<file path="src/rtl/assert_macros.svh">
// ----------------------------------------------------------------------------
// Assertion macros
// Concurrent assertion wrappers used by the oscillator top level. They compile to
// nothing when SYNTHESIS is defined.
// ----------------------------------------------------------------------------
`ifndef ASSERT_MACROS_SVH
`define ASSERT_MACROS_SVH

`ifndef SYNTHESIS
// Property checked on every rising clock edge outside reset.
`define ASSERT_PROP(lbl, clk, rstn, prop) \
  lbl: assert property (@(posedge clk) disable iff (!rstn) prop) \
    else $error("assertion %m failed");
// Condition that must never be true outside reset.
`define ASSERT_NEVER(lbl, clk, rstn, cond) \
  `ASSERT_PROP(lbl, clk, rstn, !(cond))
`else
`define ASSERT_PROP(lbl, clk, rstn, prop)
`define ASSERT_NEVER(lbl, clk, rstn, cond)
`endif

`endif

</file>
<file path="src/rtl/msso_pkg.sv">
// ----------------------------------------------------------------------------
// msso_pkg
// Types, constants and the sine table of the servo sine oscillator.
// ----------------------------------------------------------------------------
`default_nettype none

package msso_pkg;

  // Defaults for the top-level parameters
  localparam int CHANNELS_DEF   = 4;
  localparam int PHASE_BITS_DEF = 16;

  // Fixed design constants
  localparam int SINE_TABLE_ENTRIES = 256;
  localparam int SAMPLE_MS          = 30;
  localparam int IDX_W              = $clog2(SINE_TABLE_ENTRIES);
  localparam int SINE_W             = 16;
  localparam int CHAN_W             = 2;
  localparam int PERIOD_W           = 16;
  localparam int CFG_IDX_W          = 3;
  localparam int CFG_DATA_W         = 64;

  // floor(period / SAMPLE_MS) = (period * PERIOD_RECIP) >> PERIOD_SH, exact for 16-bit periods
  localparam int PERIOD_SH    = 26;
  localparam int RECIP_W      = 27;
  localparam logic [RECIP_W-1:0] PERIOD_RECIP =
    RECIP_W'((2**PERIOD_SH + SAMPLE_MS - 1) / SAMPLE_MS);

  // floor(t * 17 / 12) = (t * SCALE_MUL) >> SCALE_SH, exact for t below 65536
  localparam int SCALE_SH  = 18;
  localparam int SCALE_W   = 19;
  localparam logic [SCALE_W-1:0] SCALE_MUL = SCALE_W'((17 * 2**SCALE_SH + 11) / 12);

  // Fixed-point sine table generation
  localparam longint HALF_PI_Q30 = 64'sd1686629713;
  localparam longint ONE_Q30     = 64'sd1073741824;

  typedef enum logic [CFG_IDX_W-1:0] {
    CFG_AMPLITUDES    = 3'd0,
    CFG_OFFSETS       = 3'd1,
    CFG_PHASE_OFFSETS = 3'd2,
    CFG_PERIODS       = 3'd3,
    CFG_REVERSE_MASK  = 3'd4,
    CFG_TRIMS         = 3'd5,
    CFG_STOP_MASK     = 3'd6
  } cfg_idx_e;

  typedef struct packed {
    logic [31:0] amplitudes;
    logic [31:0] offsets;
    logic [63:0] phase_offsets;
    logic [63:0] periods;
    logic [3:0]  reverse_mask;
    logic [31:0] trims;
    logic [3:0]  stop_mask;
  } cfg_t;

  localparam cfg_t CFG_RESET = '{
    amplitudes:    32'h2D2D_2D2D,
    offsets:       32'h0,
    phase_offsets: 64'h0,
    periods:       64'h07D0_07D0_07D0_07D0,
    reverse_mask:  4'h0,
    trims:         32'h0,
    stop_mask:     4'h0
  };

  typedef enum logic [2:0] {
    ST_IDLE,
    ST_LOOK,
    ST_MUL,
    ST_SCALE,
    ST_DONE
  } state_e;

  typedef logic [SINE_TABLE_ENTRIES-1:0][SINE_W-1:0] sine_tab_t;

  // sin(pi/2 * r / ENTRIES) in Q30, Taylor series to x^11
  function automatic longint quarter_sin_q30(longint r);
    longint x;
    longint x2;
    longint term;
    longint sum;
    x    = (HALF_PI_Q30 * r) / SINE_TABLE_ENTRIES;
    x2   = (x * x) >>> 30;
    term = x;
    sum  = x;
    term = ((term * x2) >>> 30) / 6;
    sum  = sum - term;
    term = ((term * x2) >>> 30) / 20;
    sum  = sum + term;
    term = ((term * x2) >>> 30) / 42;
    sum  = sum - term;
    term = ((term * x2) >>> 30) / 72;
    sum  = sum + term;
    term = ((term * x2) >>> 30) / 110;
    sum  = sum - term;
    if (sum < 0) begin
      sum = 0;
    end
    if (sum > ONE_Q30) begin
      sum = ONE_Q30;
    end
    return sum;
  endfunction

  function automatic sine_tab_t build_sine_tab();
    sine_tab_t tab;
    longint    q;
    longint    r;
    longint    s;
    for (int k = 0; k < SINE_TABLE_ENTRIES; k++) begin
      q = (4 * k) / SINE_TABLE_ENTRIES;
      r = (4 * k) % SINE_TABLE_ENTRIES;
      if (q % 2 == 1) begin
        r = SINE_TABLE_ENTRIES - r;
      end
      s = (quarter_sin_q30(r) * 32767 + (ONE_Q30 / 2)) >>> 30;
      tab[k] = SINE_W'((q >= 2) ? -s : s);
    end
    return tab;
  endfunction

  localparam sine_tab_t SINE_TAB = build_sine_tab();

endpackage

`default_nettype wire

</file>
<file path="src/rtl/msso_ram.sv">
// ----------------------------------------------------------------------------
// msso_ram
// Simple dual-port RAM, one write port, one read port, registered read data.
// ----------------------------------------------------------------------------
`default_nettype none

module msso_ram #(
  parameter int WIDTH = 16,
  parameter int DEPTH = 4
) (
  input  wire logic                                clk_i,
  input  wire logic                                we_i,
  input  wire logic [((DEPTH > 1) ? $clog2(DEPTH) : 1)-1:0] waddr_i,
  input  wire logic [WIDTH-1:0]                    wdata_i,
  input  wire logic                                re_i,
  input  wire logic [((DEPTH > 1) ? $clog2(DEPTH) : 1)-1:0] raddr_i,
  output logic      [WIDTH-1:0]                    rdata_o
);

  logic [WIDTH-1:0] mem_q [DEPTH];
  logic [WIDTH-1:0] rdata_q;

  always_ff @(posedge clk_i) begin
    if (we_i) begin
      mem_q[waddr_i] <= wdata_i;
    end
    if (re_i) begin
      rdata_q <= mem_q[raddr_i];
    end
  end

  assign rdata_o = rdata_q;

endmodule

`default_nettype wire

</file>
<file path="src/rtl/msso_div.sv">
// ----------------------------------------------------------------------------
// msso_div
// Phase increment divider: 2^PHASE_BITS / divisor, radix 4 restoring,
// two quotient bits per cycle. A zero divisor gives a zero increment.
// ----------------------------------------------------------------------------
`default_nettype none

module msso_div #(
  parameter int PHASE_BITS = msso_pkg::PHASE_BITS_DEF
) (
  input  wire logic                          clk_i,
  input  wire logic                          rst_ni,
  input  wire logic                          start_i,
  input  wire logic [msso_pkg::PERIOD_W-1:0] divisor_i,
  output logic                               done_o,
  output logic      [PHASE_BITS-1:0]         quot_o
);

  localparam int NW    = (PHASE_BITS + 2) / 2;   // iterations
  localparam int DW    = 2 * NW;                 // padded dividend width
  localparam int CNT_W = $clog2(NW + 1);
  localparam int RW    = msso_pkg::PERIOD_W;
  localparam logic [DW-1:0] DVD_INIT = DW'(1) << PHASE_BITS;

  logic             busy_q;
  logic [CNT_W-1:0] cnt_q;
  logic [RW-1:0]    rem_q, rem_d;
  logic [DW-1:0]    dvd_q, dvd_d;
  logic [DW-1:0]    quo_q, quo_d;
  logic [RW-1:0]    dsr_q;
  logic             zero_q;
  logic [RW:0]      trial;

  // two restoring steps per cycle
  always_comb begin
    rem_d = rem_q;
    dvd_d = dvd_q;
    quo_d = quo_q;
    trial = '0;
    for (int i = 0; i < 2; i++) begin
      trial = {rem_d, dvd_d[DW-1]};
      dvd_d = {dvd_d[DW-2:0], 1'b0};
      if (trial >= {1'b0, dsr_q}) begin
        rem_d = RW'(trial - {1'b0, dsr_q});
        quo_d = {quo_d[DW-2:0], 1'b1};
      end else begin
        rem_d = trial[RW-1:0];
        quo_d = {quo_d[DW-2:0], 1'b0};
      end
    end
  end

  always_ff @(posedge clk_i or negedge rst_ni) begin
    if (!rst_ni) begin
      busy_q <= 1'b0;
      cnt_q  <= '0;
    end else if (start_i) begin
      busy_q <= 1'b1;
      cnt_q  <= CNT_W'(NW);
    end else if (busy_q) begin
      cnt_q <= cnt_q - CNT_W'(1);
      if (cnt_q == CNT_W'(1)) begin
        busy_q <= 1'b0;
      end
    end
  end

  always_ff @(posedge clk_i) begin
    if (start_i) begin
      rem_q  <= '0;
      dvd_q  <= DVD_INIT;
      quo_q  <= '0;
      dsr_q  <= divisor_i;
      zero_q <= (divisor_i == '0);
    end else if (busy_q) begin
      rem_q <= rem_d;
      dvd_q <= dvd_d;
      quo_q <= quo_d;
    end
  end

  assign done_o = !busy_q;
  assign quot_o = zero_q ? '0 : quo_q[PHASE_BITS-1:0];

endmodule

`default_nettype wire

</file>
<file path="src/rtl/msso_cfg.sv">
// ----------------------------------------------------------------------------
// msso_cfg
// Configuration register file, write only, indexed.
// ----------------------------------------------------------------------------
`default_nettype none

module msso_cfg (
  input  wire logic                            clk_i,
  input  wire logic                            rst_ni,
  input  wire logic                            cfg_we_i,
  input  wire logic [msso_pkg::CFG_IDX_W-1:0]  cfg_index_i,
  input  wire logic [msso_pkg::CFG_DATA_W-1:0] cfg_data_i,
  output msso_pkg::cfg_t                       cfg_o
);

  msso_pkg::cfg_t cfg_q;

  always_ff @(posedge clk_i or negedge rst_ni) begin
    if (!rst_ni) begin
      cfg_q <= msso_pkg::CFG_RESET;
    end else if (cfg_we_i) begin
      case (msso_pkg::cfg_idx_e'(cfg_index_i))
        msso_pkg::CFG_AMPLITUDES:    cfg_q.amplitudes    <= cfg_data_i[31:0];
        msso_pkg::CFG_OFFSETS:       cfg_q.offsets       <= cfg_data_i[31:0];
        msso_pkg::CFG_PHASE_OFFSETS: cfg_q.phase_offsets <= cfg_data_i;
        msso_pkg::CFG_PERIODS:       cfg_q.periods       <= cfg_data_i;
        msso_pkg::CFG_REVERSE_MASK:  cfg_q.reverse_mask  <= cfg_data_i[3:0];
        msso_pkg::CFG_TRIMS:         cfg_q.trims         <= cfg_data_i[31:0];
        msso_pkg::CFG_STOP_MASK:     cfg_q.stop_mask     <= cfg_data_i[3:0];
        default: begin
        end
      endcase
    end
  end

  assign cfg_o = cfg_q;

endmodule

`default_nettype wire

</file>
<file path="src/rtl/multichannel_servo_sine_oscillator_top.sv">
// ----------------------------------------------------------------------------
// multichannel_servo_sine_oscillator_top
// Time from request accept to result valid is set by the radix-4 increment divider.
// Requests: one in flight at a time; the output register frees the input side.
// Reset: asynchronous, active low; config registers take their defaults and
//   all phase accumulators read as zero (per-channel valid bits).
// ----------------------------------------------------------------------------
`default_nettype none

`include "assert_macros.svh"

module multichannel_servo_sine_oscillator_top #(
  parameter int CHANNELS   = msso_pkg::CHANNELS_DEF,
  parameter int PHASE_BITS = msso_pkg::PHASE_BITS_DEF
) (
  input  wire logic                            clk_i,
  input  wire logic                            rst_ni,
  // request channel
  input  wire logic                            in_valid_i,
  output logic                                 in_stall_o,
  input  wire logic [msso_pkg::CHAN_W-1:0]     channel_i,
  input  wire logic                            hold_i,
  // result channel
  output logic                                 out_valid_o,
  input  wire logic                            out_stall_i,
  output logic      [msso_pkg::CHAN_W-1:0]     out_channel_o,
  output logic      [7:0]                      position_o,
  output logic                                 position_valid_o,
  // configuration write port
  input  wire logic                            cfg_we_i,
  input  wire logic [msso_pkg::CFG_IDX_W-1:0]  cfg_index_i,
  input  wire logic [msso_pkg::CFG_DATA_W-1:0] cfg_data_i
);

  localparam int AW     = (CHANNELS > 1) ? $clog2(CHANNELS) : 1;
  localparam int CW     = msso_pkg::CHAN_W;
  localparam int EW     = AW + CW;
  localparam int PW     = msso_pkg::PERIOD_W;
  localparam int PROD_W = PW + msso_pkg::RECIP_W;
  localparam int SW     = msso_pkg::SINE_W;
  localparam int V_W    = 25;   // a*sin + off*2^15 needs 25 signed bits
  localparam int D_W    = 10;   // rounded degree magnitude
  localparam int T_W    = 12;   // deg + 90 + trim
  localparam int SC_W   = (T_W - 1) + msso_pkg::SCALE_W;
  localparam int SQ_W   = SC_W - msso_pkg::SCALE_SH;

  // --------------------------------------------------------------------------
  // Configuration registers
  // --------------------------------------------------------------------------
  msso_pkg::cfg_t cfg;

  msso_cfg u_cfg (
    .clk_i       (clk_i),
    .rst_ni      (rst_ni),
    .cfg_we_i    (cfg_we_i),
    .cfg_index_i (cfg_index_i),
    .cfg_data_i  (cfg_data_i),
    .cfg_o       (cfg)
  );

  // --------------------------------------------------------------------------
  // Sequencer
  // IDLE  : take a request, issue the accumulator read, form period*recip
  // LOOK  : read data back, look up the sine, start the increment divide
  // MUL   : a*sin + offset
  // SCALE : round to degrees, reverse, add 90 and trim
  // DONE  : scale by 17/12, saturate, write back acc+inc, load the output
  // --------------------------------------------------------------------------
  msso_pkg::state_e state_q, state_d;

  logic in_acc;
  logic out_free;
  logic finish;
  logic div_done;
  logic out_valid_q;

  assign in_acc     = in_valid_i && (state_q == msso_pkg::ST_IDLE);
  assign in_stall_o = (state_q != msso_pkg::ST_IDLE);
  assign out_free   = !out_valid_q || !out_stall_i;
  assign finish     = (state_q == msso_pkg::ST_DONE) && div_done && out_free;

  always_comb begin
    state_d = state_q;
    case (state_q)
      msso_pkg::ST_IDLE: begin
        if (in_acc) begin
          state_d = msso_pkg::ST_LOOK;
        end
      end
      msso_pkg::ST_LOOK:  state_d = msso_pkg::ST_MUL;
      msso_pkg::ST_MUL:   state_d = msso_pkg::ST_SCALE;
      msso_pkg::ST_SCALE: state_d = msso_pkg::ST_DONE;
      msso_pkg::ST_DONE: begin
        if (finish) begin
          state_d = msso_pkg::ST_IDLE;
        end
      end
      default: state_d = msso_pkg::ST_IDLE;
    endcase
  end

  always_ff @(posedge clk_i or negedge rst_ni) begin
    if (!rst_ni) begin
      state_q <= msso_pkg::ST_IDLE;
    end else begin
      state_q <= state_d;
    end
  end

  // --------------------------------------------------------------------------
  // Request capture and channel decode
  // --------------------------------------------------------------------------
  logic [CW-1:0]     ch_q;
  logic              hold_q;
  logic [PROD_W-1:0] prod_q;
  logic [EW-1:0]     ch_ext_in, ch_ext_q;
  logic [AW-1:0]     raddr, addr_q;
  logic              chan_ok;
  logic [PW-1:0]     period_in;

  assign ch_ext_in = {{AW{1'b0}}, channel_i};
  assign ch_ext_q  = {{AW{1'b0}}, ch_q};
  assign raddr     = ch_ext_in[AW-1:0];
  assign addr_q    = ch_ext_q[AW-1:0];
  assign chan_ok   = (ch_ext_q < EW'(CHANNELS));
  assign period_in = cfg.periods[{channel_i, 4'b0000} +: PW];

  // --------------------------------------------------------------------------
  // Phase accumulator memory; valid bits make never-written entries read zero
  // --------------------------------------------------------------------------
  logic                  mem_we;
  logic [PHASE_BITS-1:0] mem_rdata;
  logic [PHASE_BITS-1:0] mem_wdata;
  logic [CHANNELS-1:0]   vld_q;
  logic [PHASE_BITS-1:0] acc_rd;
  logic [PHASE_BITS-1:0] acc_q;
  logic [PHASE_BITS-1:0] inc;

  assign mem_we    = finish && chan_ok && !hold_q;
  assign mem_wdata = acc_q + inc;
  assign acc_rd    = vld_q[addr_q] ? mem_rdata : '0;

  msso_ram #(
    .WIDTH (PHASE_BITS),
    .DEPTH (CHANNELS)
  ) u_acc_ram (
    .clk_i   (clk_i),
    .we_i    (mem_we),
    .waddr_i (addr_q),
    .wdata_i (mem_wdata),
    .re_i    (in_acc),
    .raddr_i (raddr),
    .rdata_o (mem_rdata)
  );

  always_ff @(posedge clk_i or negedge rst_ni) begin
    if (!rst_ni) begin
      vld_q <= '0;
    end else if (mem_we) begin
      vld_q[addr_q] <= 1'b1;
    end
  end

  // --------------------------------------------------------------------------
  // Increment: 2^PHASE_BITS / floor(period / SAMPLE_MS)
  // --------------------------------------------------------------------------
  logic [PW-1:0] nsteps;

  assign nsteps = prod_q[msso_pkg::PERIOD_SH +: PW];

  msso_div #(
    .PHASE_BITS (PHASE_BITS)
  ) u_div (
    .clk_i     (clk_i),
    .rst_ni    (rst_ni),
    .start_i   (state_q == msso_pkg::ST_LOOK),
    .divisor_i (nsteps),
    .done_o    (div_done),
    .quot_o    (inc)
  );

  // --------------------------------------------------------------------------
  // Sine path
  // --------------------------------------------------------------------------
  logic [PW+PHASE_BITS-1:0] ph0_wide;
  logic [PHASE_BITS-1:0]    tot;
  logic [msso_pkg::IDX_W-1:0] sine_idx;
  logic signed [SW-1:0]     sine_q;
  logic [7:0]               amp, off, trim;
  logic signed [V_W-1:0]    mul_term, off_term, v_d, v_q;
  logic [V_W-1:0]           vabs, vround;
  logic [D_W-1:0]           dmag;
  logic                     neg;
  logic signed [T_W-1:0]    dsigned, t_d, t_q;
  logic [SC_W-1:0]          scaled;
  logic [SQ_W-1:0]          sq;
  logic [7:0]               pos;
  logic                     emit;

  // start phase rescaled to PHASE_BITS, truncated
  assign ph0_wide = {cfg.phase_offsets[{ch_q, 4'b0000} +: PW], {PHASE_BITS{1'b0}}};
  assign tot      = acc_rd + ph0_wide[PW +: PHASE_BITS];
  assign sine_idx = tot[PHASE_BITS-1 -: msso_pkg::IDX_W];

  assign amp  = cfg.amplitudes[{ch_q, 3'b000} +: 8];
  assign off  = cfg.offsets[{ch_q, 3'b000} +: 8];
  assign trim = cfg.trims[{ch_q, 3'b000} +: 8];

  assign mul_term = $signed({1'b0, amp}) * sine_q;
  assign off_term = $signed({{2{off[7]}}, off, 15'd0});
  assign v_d      = mul_term + off_term;

  // round half away from zero on the magnitude, then reapply the sign
  assign vabs    = v_q[V_W-1] ? V_W'(-v_q) : V_W'(v_q);
  assign vround  = vabs + V_W'(16384);
  assign dmag    = vround[15 +: D_W];
  assign neg     = v_q[V_W-1] ^ cfg.reverse_mask[ch_q];
  assign dsigned = neg ? -$signed({2'b00, dmag}) : $signed({2'b00, dmag});
  assign t_d     = dsigned + T_W'(90) + $signed({{(T_W-8){trim[7]}}, trim});

  // 17/12 scaling by reciprocal multiply, zero for t <= 0, clip at 255
  assign scaled = t_q[T_W-2:0] * msso_pkg::SCALE_MUL;
  assign sq     = scaled[msso_pkg::SCALE_SH +: SQ_W];
  assign pos    = (t_q[T_W-1] || (t_q == '0)) ? 8'd0 :
                  (sq > SQ_W'(255)) ? 8'd255 : sq[7:0];
  assign emit   = chan_ok && !hold_q && !cfg.stop_mask[ch_q];

  always_ff @(posedge clk_i) begin
    if (in_acc) begin
      ch_q   <= channel_i;
      hold_q <= hold_i;
      prod_q <= period_in * msso_pkg::PERIOD_RECIP;
    end
    if (state_q == msso_pkg::ST_LOOK) begin
      acc_q  <= acc_rd;
      sine_q <= $signed(msso_pkg::SINE_TAB[sine_idx]);
    end
    if (state_q == msso_pkg::ST_MUL) begin
      v_q <= v_d;
    end
    if (state_q == msso_pkg::ST_SCALE) begin
      t_q <= t_d;
    end
  end

  // --------------------------------------------------------------------------
  // Output register
  // --------------------------------------------------------------------------
  logic [CW-1:0] out_chan_q;
  logic [7:0]    pos_q;
  logic          pvalid_q;

  always_ff @(posedge clk_i or negedge rst_ni) begin
    if (!rst_ni) begin
      out_valid_q <= 1'b0;
    end else if (finish) begin
      out_valid_q <= 1'b1;
    end else if (!out_stall_i) begin
      out_valid_q <= 1'b0;
    end
  end

  always_ff @(posedge clk_i) begin
    if (finish) begin
      out_chan_q <= ch_q;
      pos_q      <= emit ? pos : 8'd0;
      pvalid_q   <= emit;
    end
  end

  assign out_valid_o      = out_valid_q;
  assign out_channel_o    = out_chan_q;
  assign position_o       = pos_q;
  assign position_valid_o = pvalid_q;

  // --------------------------------------------------------------------------
  // Assertions
  // --------------------------------------------------------------------------
  `ASSERT_NEVER(a_no_rw_overlap, clk_i, rst_ni, mem_we && in_acc)
  `ASSERT_PROP(a_wb_not_held, clk_i, rst_ni, mem_we |-> (!hold_q && chan_ok))
  `ASSERT_PROP(a_idle_pos_zero, clk_i, rst_ni,
               (out_valid_o && !position_valid_o) |-> (position_o == 8'd0))
  `ASSERT_PROP(a_accept_reads, clk_i, rst_ni, in_acc |=> (state_q == msso_pkg::ST_LOOK))

endmodule

`default_nettype wire

</file>
<file path="config.mk">
export PLATFORM = sky130hd
export DESIGN_NAME = multichannel_servo_sine_oscillator_top
export DESIGN_NICKNAME = d
export VERILOG_FILES = /design/src/rtl/msso_pkg.sv /design/src/rtl/msso_ram.sv /design/src/rtl/msso_div.sv /design/src/rtl/msso_cfg.sv /design/src/rtl/multichannel_servo_sine_oscillator_top.sv
export VERILOG_INCLUDE_DIRS = /design/src /design/src/rtl
export SDC_FILE = /design/constraint.sdc
export NUM_CORES = 2
export LEC_CHECK = 0
export BUFFER_PORTS_ARGS = -buffer_cell sky130_fd_sc_hd__buf_2
export CAP_MARGIN = 20
export CORE_MARGIN = 1
export CORE_UTILIZATION = 55
export DETAILED_ROUTE_END_ITERATION = 8
export PLACE_DENSITY = 0.71
export SKIP_CTS_REPAIR_TIMING = 1
export SYNTH_ARGS = -nofsm -noshare
export SYNTH_HDL_FRONTEND = slang
export SYNTH_SLANG_ARGS = --single-unit
</file>
<file path="constraint.sdc">
create_clock -name clk_i -period 10.05 [get_ports clk_i]
set_clock_uncertainty 0.15 [all_clocks]
set_input_delay 1.5075 -clock clk_i [delete_from_list [all_inputs] [get_ports clk_i]]
set_output_delay 1.5075 -clock clk_i [all_outputs]
set_load 0.1 [all_outputs]
</file>
==> metrics.cfg <==
[yosys]
synthCells = 3512
synth-async-reset-ratio = 0.5258
yosysSeqAreaShare = 0.3343
syn_area_sq_um = 37350
synth.yosys.warnings = 0
synth_edf_count = 188
synthDistinctLibCells = 92
syn_area_per_cell_sq_um = 10.63
ys_ff_latch = 466
yosys_most_used_dff = dfrtp_1
syn_nets = 4158

[clocking]
cts.clk_slew.worst_paths_ns = 0.06
cts_buffers = 49
clockBufferDepth = 3
clockRootBuffer = clkbuf_16
cts_tree = built
cts.htree.levels = 2
clkLatencyLatePin_ns = 0.61
cts.sinks = 466

[grt]
grt.overflow.total = 0
grt_max_degree = 116
grt_pass1_wl_um = 159800
antenna_found_initial = 8
grtUsageTotal = 0.2974
grt_pass1_vias = 27570

[setup_path]
cp_num_buf_inv = 3
r2r_slack_ns = 2.31
r2r_start = addr_q[0]$_DFFE_PP_
r2r_end = sine_q[3]$_DFFE_PP_
worstPathArrival_ns = 7.86
cp_cell_sequence = buf_4, mux4_2, ha_1, and3_1, a221oi_1, a21oi_1, a31oi_1, xor2_2, buf_4, ha_1, inv_1, nor2_1, or4_1, and3_1, nor4_1, o21a_1, a221oi_1
crit_path_end = sine_q[3]$_DFFE_PP_
cp_slowest_cell = nor4_1
cp-startpoint = addr_q[0]$_DFFE_PP_
cp.depth = 17
worstSetupPathType = reg2reg
crit_family = simple AND/OR/NAND/NOR gates
reg2regPathDepth = 17
end_kind = register
cp-start-kind = register
worst_ep_required_time_ns = 10.18
max_stage_delay_ns = 0.69
path_max_fanout = 26

[sta]
fin_crit_sh = 0.7698
finalCriticalPeriod_ns = 7.737
final-max-slew-violation-count = 0
hold_slack_ns = 0.2978
relSlewSlack = 0.2150
fin_tns_setup_ns = 0
tightest_slew_ns = 1.170
rsz0062_at_grt = false
setup_viol = 0
max_freq_mhz = 129.3
hold_viol_final = 0

[place]
gp_congestion = 0.9916
hpwl_um = 74970
numPortBuffers = 87

[floorplan]
ios = 88
fp.coreArea_sq_um = 67160
std_cell_rows = 95
start_util = 0.5561
dieWidth_um = 262.6
die-area_sq_um = 68950
die_y_um = 262.6

[run]
maxCapViolCount = 0

[route]
postRouteAntennaNets = 0
drc = 0
first_iter_violations = 3046
totalWireLength_um = 101800
drtPass1Iterations = 7
vias_per_cell = 6.245
vias = 27770
wl_per_cell_um = 22.90

[cells_and_area]
layout_common_cells = inv_1 (394), ha_1 (368), mux2_2 (239)
nets = 4175
synthToLayoutAreaGrowth_pct = 8.164
filler_cell_count = 5473
drive_gt1_frac = 0.1768
layout_commonest_cell = inv_1

[outcome]
outcome = completed

[hold_path]
hold_class = reg2reg

state kept, by name (all words and copies together) (netlist names):
register and count:
hold_q 1, u_div.cnt_q 4, prod_q 12, addr_q 2, sine_q 16, state_q 3, u_div.zero_q 1, u_cfg.cfg_o 232
out_valid_o 1, t_q 12, v_q 25, position_valid_o 1, u_acc_ram.rdata_o 16, u_div.dvd_q 1, u_div.rem_q 16, u_acc_ram.mem_q 64
acc_q 16, u_div.quo_q 16, u_div.dsr_q 12, u_div.busy_q 1, out_channel_o 2, vld_q 4, position_o 8
layout make-up:
class	instances	area, sq um	share of cell area
Inverter	397	1490	0.03689
Clock buffer	78	1554	0.03847
Multi-Input combinational cell	2476	22690	0.5616
Tap cell	873	1092	0.02704
Antenna cell	4	10.01	0.0002478
Timing Repair Buffer	139	893.4	0.02211
Sequential cell	466	12490	0.3091
Clock inverter	14	182.7	0.004522
cells by family after synthesis:
| family | count (synthesis) | share of synthesized area |
|---|---|---|
| AO/OA/AOI/OAI | 670 | 0.1156 |
| XOR/XNOR | 128 | 0.03042 |
| adder cells (fa/ha/maj) | 572 | 0.2324 |
| buffers and inverters | 570 | 0.06104 |
| flip-flops | 466 | 0.3343 |
| multiplexers | 344 | 0.1255 |
| AND/OR/NAND/NOR | 762 | 0.1008 |
cell usage after synthesis, types with 11 or more instances:
library cell  count  area (sq um)
and3_1           20         125.1
dfstp_2          40          1051
ha_1            368          4604
a221oi_1         16         140.1
a21oi_1         195         975.9
o21bai_1         13         97.59
xor2_1           43         376.6
edfxtp_1        188          5645
nand2b_1         23         143.9
xnor2_1          83         727.0
fa_1            203          4064
buf_1            13         48.80
o211ai_1         23         172.7
or3_1            14         87.58
nor4_1           21         131.4
buf_2            52         260.3
nor3_1           54         270.3
a2111oi_0        11         96.34
and2_1          105         656.9
inv_1           395          1483
mux2_2          239          2691
a31oi_1          37         231.5
o221ai_1         13         113.9
nand2_1         212         795.8
a211oi_1         33         247.7
nand4_1          15         93.84
a21o_1           35         262.8
nor2b_1          27         168.9
nand3_1          38         190.2
clkbuf_1         96         360.4
o21a_1           14         105.1
dfxtp_1          33         660.6
nor2_1          174         653.1
mux4_2           75          1689
o22ai_1          23         143.9
mux2i_1          28         280.3
or2_2            11         68.82
o21ai_0         144         720.7
dfrtp_1         205          5130
worst register-to-register path, stage by stage (launching register included):
cell and delay (ns):
edfxtp_1 0.54, buf_4 0.53, mux4_2 0.68, ha_1 0.32
and3_1 0.18, a221oi_1 0.37, a21oi_1 0.29, a31oi_1 0.35
xor2_2 0.63, buf_4 0.37, ha_1 0.61, inv_1 0.64
nor2_1 0.16, or4_1 0.48, and3_1 0.17, nor4_1 0.69
o21a_1 0.20, a221oi_1 0.05
worst min-delay path by stage:
stage	startpoint	end	slack, ns	cells past startpoint
floorplan	prod_q[27]$_DFFE_PP_	u_div.dsr_q[1]$_DFFE_PP_	0.28	0
global placement	prod_q[34]$_DFFE_PP_	u_div.dsr_q[8]$_DFFE_PP_	0.29	0
detailed placement	prod_q[34]$_DFFE_PP_	u_div.dsr_q[8]$_DFFE_PP_	0.29	0
CTS	prod_q[33]$_DFFE_PP_	u_div.dsr_q[7]$_DFFE_PP_	0.30	0
global route	prod_q[33]$_DFFE_PP_	u_div.dsr_q[7]$_DFFE_PP_	0.31	0
finish	prod_q[33]$_DFFE_PP_	u_div.dsr_q[7]$_DFFE_PP_	0.30	0
layer usage:
metal,global-route usage,routed length [um],share of wire,vias up
met5,0,56,0.00055,-
met4,0.09205,3332,0.033,10
li1,-,-,-,12470
met3,0.07627,9886,0.097,285
met2,0.4395,44060,0.43,1268
met1,0.4289,44510,0.44,13740
stage by stage:
step	setup WS, ns	std cells	utilization	cell area, sq um
2_1_floorplan	2.469	3512	-	37350
3_3_place_gp	2.322	4349	0.5748	38600
3_5_place_dp	2.197	4349	0.5748	38600
4_1_cts	2.350	4441	0.6007	40340
5_1_grt	2.008	4443	0.6014	40390
6_report	2.313	4447	0.6015	40400
Power is left out: the tool's default activity adds up to more than one toggle a clock period on the data nets, which glitch-free logic cannot reach.
